$ cat src/hdl/kct_pkg.sv
// Package for the keyed counter table: sizes, entry layout and command codes.
`default_nettype none
package kct_pkg;

    // Table geometry
    localparam int ENTRIES  = 64;
    localparam int KEY_BITS = 33;
    localparam int ADDR_W   = $clog2(ENTRIES);
    localparam int OCC_W    = $clog2(ENTRIES + 1);

    // Field widths
    localparam int CNT_W = 6;
    localparam int CMD_W = 2;

    // Counter wrap mask
    localparam logic [CNT_W-1:0] CNT_MASK = 6'h3F;

    // Command codes
    localparam logic [CMD_W-1:0] CMD_GET  = 2'd0;
    localparam logic [CMD_W-1:0] CMD_PEEK = 2'd1;
    localparam logic [CMD_W-1:0] CMD_SET  = 2'd2;
    localparam logic [CMD_W-1:0] CMD_NOP  = 2'd3;

    // One table entry as stored in the memory
    typedef struct packed {
        logic [KEY_BITS-1:0] key;
        logic [CNT_W-1:0]    count;
    } t_entry;

endpackage
`default_nettype wire

$ cat src/hdl/kct_if.sv
// Valid/ready channel interfaces for command input and result output.
`default_nettype none
interface kct_in_if import kct_pkg::*; ();
    logic                valid;
    logic                ready;
    logic [CMD_W-1:0]    cmd;
    logic [KEY_BITS-1:0] key;
    logic [CNT_W-1:0]    new_value;

    modport source (output valid, cmd, key, new_value, input ready);
    modport sink   (input valid, cmd, key, new_value, output ready);
endinterface

interface kct_out_if import kct_pkg::*; ();
    logic             valid;
    logic             ready;
    logic [CNT_W-1:0] count_value;
    logic             found;

    modport source (output valid, count_value, found, input ready);
    modport sink   (input valid, count_value, found, output ready);
endinterface
`default_nettype wire

$ cat src/hdl/keyed_counter_table_lru.sv
// Keyed counter table, LRU order kept as position in memory (position 0 = most recent).
// Sequence: scan the occupied entries from the front, shift the entries ahead of the target back
//   by one and write the front entry, then load the reply (a peek miss skips the shift, a set has no reply).
// Throughput: one command at a time; input ready only while idle.
// Reset: synchronous, active low; fill count cleared, memory contents beyond it never read.
`default_nettype none
module keyed_counter_table_lru import kct_pkg::*; (
    input  wire logic  i_clk,
    input  wire logic  i_rst_n,
    kct_in_if.sink     i_in,
    kct_out_if.source  o_out
);

    typedef enum logic [1:0] {
        S_IDLE,
        S_SCAN,
        S_SHIFT,
        S_REPLY
    } t_state;

    t_state r_state;

    // Entry memory, one read and one write port, registered read data
    t_entry r_mem [ENTRIES];
    t_entry r_rd_data;
    logic             r_rd_ok;
    logic [ADDR_W-1:0] r_rd_pos;

    // Command latch and working registers
    logic [CMD_W-1:0]    r_cmd;
    logic [KEY_BITS-1:0] r_key;
    logic [CNT_W-1:0]    r_nv;
    logic [CNT_W-1:0]    r_new_cnt;
    logic                r_found;
    logic                r_grow;
    logic [OCC_W-1:0]    r_occ;
    logic [OCC_W-1:0]    r_addr;
    logic [ADDR_W-1:0]   r_sh_addr;
    logic [OCC_W-1:0]    r_sh_rem;

    // Output register
    logic             r_out_valid;
    logic [CNT_W-1:0] r_out_cnt;
    logic             r_out_found;

    logic              w_match;
    logic              w_miss;
    logic              w_full;
    logic              w_scan_issue;
    logic              w_sh_issue;
    logic              w_re;
    logic [ADDR_W-1:0] w_raddr;
    logic              w_we;
    logic [ADDR_W-1:0] w_waddr;
    t_entry            w_wdata;
    logic [OCC_W-1:0]  n_sh_rem;
    logic [CNT_W-1:0]  n_new_cnt;
    logic              w_accept;

    assign i_in.ready        = (r_state == S_IDLE);
    assign w_accept          = i_in.valid && i_in.ready;
    assign o_out.valid       = r_out_valid;
    assign o_out.count_value = r_out_cnt;
    assign o_out.found       = r_out_found;

    // Lookup compare, memory port control and shift amount
    always_comb begin
        w_full       = (r_occ == OCC_W'(ENTRIES));
        w_match      = (r_state == S_SCAN) && r_rd_ok && (r_rd_data.key == r_key);
        w_miss       = !r_rd_ok && (r_addr == r_occ);
        w_scan_issue = (r_state == S_SCAN) && (r_addr < r_occ) && !w_match;
        w_sh_issue   = (r_state == S_SHIFT) && (r_sh_rem != '0);
        w_re         = w_scan_issue || w_sh_issue;
        w_raddr      = (r_state == S_SHIFT) ? r_sh_addr : r_addr[ADDR_W-1:0];

        // Shift writes move an entry one place back; the last write fills the front
        w_we    = (r_state == S_SHIFT) && (r_rd_ok || (r_sh_rem == '0));
        w_waddr = r_rd_ok ? (r_rd_pos + ADDR_W'(1)) : '0;
        w_wdata = r_rd_ok ? r_rd_data : t_entry'{key: r_key, count: r_new_cnt};

        // Entries ahead of the target position move back by one
        if (w_match) begin
            n_sh_rem = OCC_W'(r_rd_pos);
        end else if (w_full) begin
            n_sh_rem = OCC_W'(ENTRIES - 1);
        end else begin
            n_sh_rem = r_occ;
        end

        // Counter value written to the front entry
        case (r_cmd)
            CMD_GET:  n_new_cnt = w_match ? ((r_rd_data.count + CNT_W'(1)) & CNT_MASK)
                                          : CNT_W'(1);
            CMD_PEEK: n_new_cnt = w_match ? r_rd_data.count : '0;
            CMD_SET:  n_new_cnt = r_nv;
            default:  n_new_cnt = '0;
        endcase
    end

    // Memory
    always_ff @(posedge i_clk) begin
        if (w_we) begin
            r_mem[w_waddr] <= w_wdata;
        end
        if (w_re) begin
            r_rd_data <= r_mem[w_raddr];
        end
    end

    // Control state machine and registered outputs
    always_ff @(posedge i_clk) begin
        if (!i_rst_n) begin
            r_state     <= S_IDLE;
            r_rd_ok     <= 1'b0;
            r_occ       <= '0;
            r_out_valid <= 1'b0;
        end else begin
            r_rd_ok  <= w_re;
            r_rd_pos <= w_raddr;

            // Output register empties on transfer; a new reply load covers it in S_REPLY
            if (r_out_valid && o_out.ready && (r_state != S_REPLY)) begin
                r_out_valid <= 1'b0;
            end

            case (r_state)
                S_IDLE: begin
                    if (w_accept && (i_in.cmd != CMD_NOP)) begin
                        r_cmd   <= i_in.cmd;
                        r_key   <= i_in.key;
                        r_nv    <= i_in.new_value & CNT_MASK;
                        r_addr  <= '0;
                        r_state <= S_SCAN;
                    end
                end

                S_SCAN: begin
                    if (w_scan_issue) begin
                        r_addr <= r_addr + OCC_W'(1);
                    end
                    if (w_match) begin
                        r_found   <= 1'b1;
                        r_grow    <= 1'b0;
                        r_new_cnt <= n_new_cnt;
                        r_sh_rem  <= n_sh_rem;
                        r_sh_addr <= ADDR_W'(n_sh_rem - OCC_W'(1));
                        r_state   <= S_SHIFT;
                    end else if (w_miss) begin
                        r_found   <= 1'b0;
                        r_grow    <= !w_full;
                        r_new_cnt <= n_new_cnt;
                        r_sh_rem  <= n_sh_rem;
                        r_sh_addr <= ADDR_W'(n_sh_rem - OCC_W'(1));
                        // Peek miss leaves the table alone
                        r_state   <= (r_cmd == CMD_PEEK) ? S_REPLY : S_SHIFT;
                    end
                end

                S_SHIFT: begin
                    if (w_sh_issue) begin
                        r_sh_addr <= r_sh_addr - ADDR_W'(1);
                        r_sh_rem  <= r_sh_rem - OCC_W'(1);
                    end
                    // Front write this cycle finishes the move
                    if ((r_sh_rem == '0) && !r_rd_ok) begin
                        if (r_grow) begin
                            r_occ <= r_occ + OCC_W'(1);
                        end
                        r_state <= (r_cmd == CMD_SET) ? S_IDLE : S_REPLY;
                    end
                end

                S_REPLY: begin
                    if (!r_out_valid || o_out.ready) begin
                        r_out_valid <= 1'b1;
                        r_out_cnt   <= r_new_cnt;
                        r_out_found <= r_found;
                        r_state     <= S_IDLE;
                    end
                end

                default: begin
                    r_state <= S_IDLE;
                end
            endcase
        end
    end

endmodule
`default_nettype wire

$ cat src/flat_wrapper.sv
// flat-port wrapper written by rule: the top's interface ports become plain ports
module keyed_counter_table_lru_flat import kct_pkg::*;
  (i_clk, i_rst_n, i_in_valid, i_in_cmd, i_in_key, i_in_new_value, i_in_ready, o_out_valid, o_out_count_value, o_out_found, o_out_ready);
  kct_in_if i_in_i ();
  kct_out_if o_out_i ();
  input  wire logic i_clk;
  input  wire logic i_rst_n;
  input wire logic [$bits(i_in_i.valid)-1:0] i_in_valid;
  input wire logic [$bits(i_in_i.cmd)-1:0] i_in_cmd;
  input wire logic [$bits(i_in_i.key)-1:0] i_in_key;
  input wire logic [$bits(i_in_i.new_value)-1:0] i_in_new_value;
  output wire logic [$bits(i_in_i.ready)-1:0] i_in_ready;
  output wire logic [$bits(o_out_i.valid)-1:0] o_out_valid;
  output wire logic [$bits(o_out_i.count_value)-1:0] o_out_count_value;
  output wire logic [$bits(o_out_i.found)-1:0] o_out_found;
  input wire logic [$bits(o_out_i.ready)-1:0] o_out_ready;
  assign i_in_i.valid = i_in_valid;
  assign i_in_i.cmd = i_in_cmd;
  assign i_in_i.key = i_in_key;
  assign i_in_i.new_value = i_in_new_value;
  assign i_in_ready = i_in_i.ready;
  assign o_out_valid = o_out_i.valid;
  assign o_out_count_value = o_out_i.count_value;
  assign o_out_found = o_out_i.found;
  assign o_out_i.ready = o_out_ready;
  keyed_counter_table_lru u_core (.i_clk(i_clk), .i_rst_n(i_rst_n), .i_in(i_in_i), .o_out(o_out_i));
endmodule
$ cat config.mk
export PLATFORM = sky130hd
export DESIGN_NAME = keyed_counter_table_lru_flat
export DESIGN_NICKNAME = d
export VERILOG_FILES = /design/src/hdl/kct_pkg.sv /design/src/hdl/kct_if.sv /design/src/hdl/keyed_counter_table_lru.sv /design/src/flat_wrapper.sv
export SDC_FILE = /design/constraint.sdc
export NUM_CORES = 2
export LEC_CHECK = 0
export ABC_AREA = 0
export BUFFER_PORTS_ARGS = -buffer_cell sky130_fd_sc_hd__clkbuf_2
export CAP_MARGIN = 20
export CORE_MARGIN = 2
export CORE_UTILIZATION = 35
export DETAILED_ROUTE_END_ITERATION = 7
export GPL_ROUTABILITY_DRIVEN = 0
export PLACE_DENSITY = 0.57
export SLEW_MARGIN = 20
export SYNTH_ARGS = -nofsm -noshare
export SYNTH_HDL_FRONTEND = slang
export SYNTH_SLANG_ARGS = --single-unit
$ cat constraint.sdc
create_clock -name i_clk -period 3.8 [get_ports i_clk]
set_input_delay 0.57 -clock i_clk [delete_from_list [all_inputs] [get_ports i_clk]]
set_output_delay 0.57 -clock i_clk [all_outputs]
set_load 0.05 [all_outputs]
==> results.md <==
- Post-synth top cells: edfxtp_1, nand2_1, nand3_1, a311oi_1, buf_2
- Tmin final: 3.666 ns
- DP Worst Slack: -0.1798 ns
- Synth warn: 0
- Min Hold Slack: between 0.15 and 0.2 ns
- Routed WL: 322,400 um
- Worst Hold Launch: i_rst_n
- Core box area: 299,300 um2
- RSZ-0062 raised after global routing: yes
- Top cell type's share of synthesized area: 74.76%
- Final WS setup: between 0.1 and 0.15 ns
- Clock Latency Late Sink: between 0.9 and 1 ns
- Reg clk slew, reported paths: 0.05 ns
- Fraction of layout cells with a size suffix above 1: between 10% and 20%
- Syn Nets: 8,131
- Bufs on Longest Clock Path: 4
- Vias in the first global route: 66,560
- Number of max-cap violations: 0
- HPWL Detailed: 173,400 um
- Crit Path Max Fanout: 40
- DRT iter0 DRCs: 8,890
- Fin nets: ~8,500
- First-pass GRT wire length: 463,100 um
- Async set-reset flop share out of synthesis: 0%
- Fmax: 272.8 MHz
- IO Count: 54
- Final Max Slew Viols: 0
- Lkg Pwr: 41.94 nW
- Crit path DAT: 4.42 ns
- Clock Skew: 0.05520 ns
- Filler instances: 27,260
- Yosys top cell by area: edfxtp_1
- Final hold vios: 0
- Startpoint Class: flip-flop
- CTS Sinks: 2,628
- H-tree depth: 5
- Avg WL per Cell: 25.64 um
- Post-synth EDFFs: 2,617
- Initial antenna violation count: 6
- Gr ovfl total: 0
- Post-Synthesis Cells: 8,068
- PortBufs: 53
- Ys flop type: edfxtp_1
- CTS tree: yes
- TritonCTS buffer count: 292
- DRT Pass-1 Iters: 8
- Worst setup path start: u_core.r_state[0]
- Final setup fails: 0
- Top cell by count, worst path: a311oi_1
- Number of synthesized register bits: 2,628
- Die height: 552.0 um
- Avg Inst Size Synth: 13.03 um2
- CP max-delay cell: a311oi_1
- Worst Tran Pin Value: 1.130 ns
- Fin crit share: 96.48%
- Sequential element share of the synthesized area: 74.97%
- DIE WIDTH: 552.0 um
- Yosys cell types: 49
- Hold/Removal Path Class: in -> reg
- Synth top area cells: edfxtp_1, nand2_1, nand3_1
- Std-Cell Rows: 201
- Synth-to-Final Area Change: 17.58%
- Die Area: 304,700 um2
- CP peak stage delay: 0.45 ns
- Mapped cell area: 105,100 um2
- WP data required: 4.56 ns
- Starting density of the core: 35.12%
- Worst vdd ir: 0.4970 mV
- Largest net degree at the start of global routing: 84
- Crit-path cells: inv_1 -> ha_1 -> mux2i_4 -> inv_8 -> buf_12 -> buf_4 -> nand2_1 -> and3_1 -> a311oi_1 -> a311oi_1 -> a311oi_1 -> nor3_1 -> buf_4 -> a21oi_1
- Reg2reg start: u_core.r_state[0]
- CTS root buf: clkbuf_16
- Routed Antenna Nets: 0
- Total GRT Usage: about a fifth
- Status: finished clean
- Most frequent cell after synthesis: edfxtp_1
- Critical path type: reg -> reg
- DRC: 0
- Slew HR: 24.68%
- Crit end category: flip-flop
- Pwr Density: 683.1 nW/um2
- Via density: 5.532
- Via count: a little under 70,000
## flip-flops by register name, indices dropped and copies added, names as in the netlist, 7 cells and up
| signal | cells |
|---|---|
| u_core.r_sh_rem | 7 |
| u_core.r_addr | 7 |
| u_core.r_key | 33 |
| u_core.r_occ | 7 |
| u_core.r_rd_data | 39 |
| u_core.r_mem | 2496 |
## final timing paths
| check | to | slack (ns) | cells past startpoint |
|---|---|---|---|
| max | u_core.r_rd_data[36] | 0.13 | 14 |
| min | u_core.r_rd_pos[1] | 0.16 | 1 |
| max reg2reg | u_core.r_rd_data[36] | 0.13 | 14 |
| min reg2reg | u_core.o_out.count_value[2] | 0.47 | 0 |
## where the power goes
group / internal, mW / switching (mW) / leakage, nW
Clock: 15.6 / 11.1 / 4.33
Sequential: 33.7 / 0.415 / 23.6
Combinational: 7.59 / 16.0 / 14.0
## critical path, delay by kind of cell, from the launching register on
family,cells,cell delay (ns)
and+or+nand+nor,3,0.33
DFF,1,0.41
AOI/OAI and AO/OA,4,0.94
muxes,1,0.26
adders and majority gates,1,0.29
buffers and inverters,5,1.19
## timing repair
| item | 4_1_cts | 5_1_grt |
|---|---|---|
| hold buffers | 42 | 0 |
| gates resized for setup | 4 | 11 |
| cloned | 0 | 1 |
| hold endpoints to repair | 42 | 0 |
| setup endpoints to repair | 4 | 17 |
| setup buffers | 0 | 2 |
| pin swaps | 0 | 0 |
## metal layers
| metal | wire [um] | vias to the layer above | GRT usage, % |
|---|---|---|---|
| met2 | 149200 | 3414 | 32.53 |
| met1 | 134600 | 35160 | 28.79 |
| met5 | 0 | - | 0 |
| met3 | 28330 | 556 | 3.129 |
| met4 | 10350 | 0 | 6.860 |
| li1 | - | 30430 | - |
## metrics by stage
stage               setup TNS, ns  instance area, um2  instances  power [mW]  utilization (%)
detailed placement        -0.3687              114100      12030       57.78            38.14
CTS                             0              123400      12570       84.38            41.24
global placement          -0.4019              114100      12030       57.57            38.13
finish                          0              123600      12570       84.42            41.30
global route             -0.02574              123600      12570       87.76            41.30
floorplan                       0              105100       8068       47.83                -
## layout by cell type, fill, tap and decap left out, types with 17 or more instances in the layout
cell type,synthesis,routed
ha_1,18,18
buf_4,6,352
a31oi_1,39,38
mux2_4,0,21
edfxtp_1,2617,2617
and3_1,161,160
clkbuf_1,249,82
nor3_1,42,40
clkinv_2,0,42
buf_12,0,151
nor2_4,0,64
nand2_1,2531,2530
nand3_1,1264,1264
clkbuf_16,0,303
clkbuf_2,0,53
dlygate4sd3_1,0,42
a21oi_1,89,84
nor2_1,90,26
inv_1,22,20
mux2_2,39,18
a311oi_1,433,430
xnor2_1,50,50
clkinv_1,0,49
bufinv_16,0,17
## layout make-up
class	count	area, um2	area share [%]
Sequential cell	2628	78810	63.77
Multi-Input combinational cell	4862	24460	19.80
Clock buffer	384	7865	6.364
Timing Repair Buffer	601	6399	5.177
Tap cell	3958	4952	4.007
Clock inverter	115	975.9	0.7897
Inverter	24	117.6	0.09516
Antenna cell	2	5.005	0.004050
## logic make-up (layout without fill, tap and decap cells)
group / count (synthesis) / in the layout / share of synthesized area [%]
AO/OA/AOI/OAI: 593 / 593 / 4.468
XOR/XNOR: 60 / 60 / 0.4999
adder cells (fa/ha/maj): 18 / 18 / 0.2143
buffers and inverters: 578 / 1124 / 2.419
flip-flops: 2628 / 2628 / 74.97
multiplexers: 48 / 48 / 0.5154
other: 0 / 2 / 0
AND/OR/NAND/NOR: 4143 / 4143 / 16.91
Power figures use the tool's default switching activity.
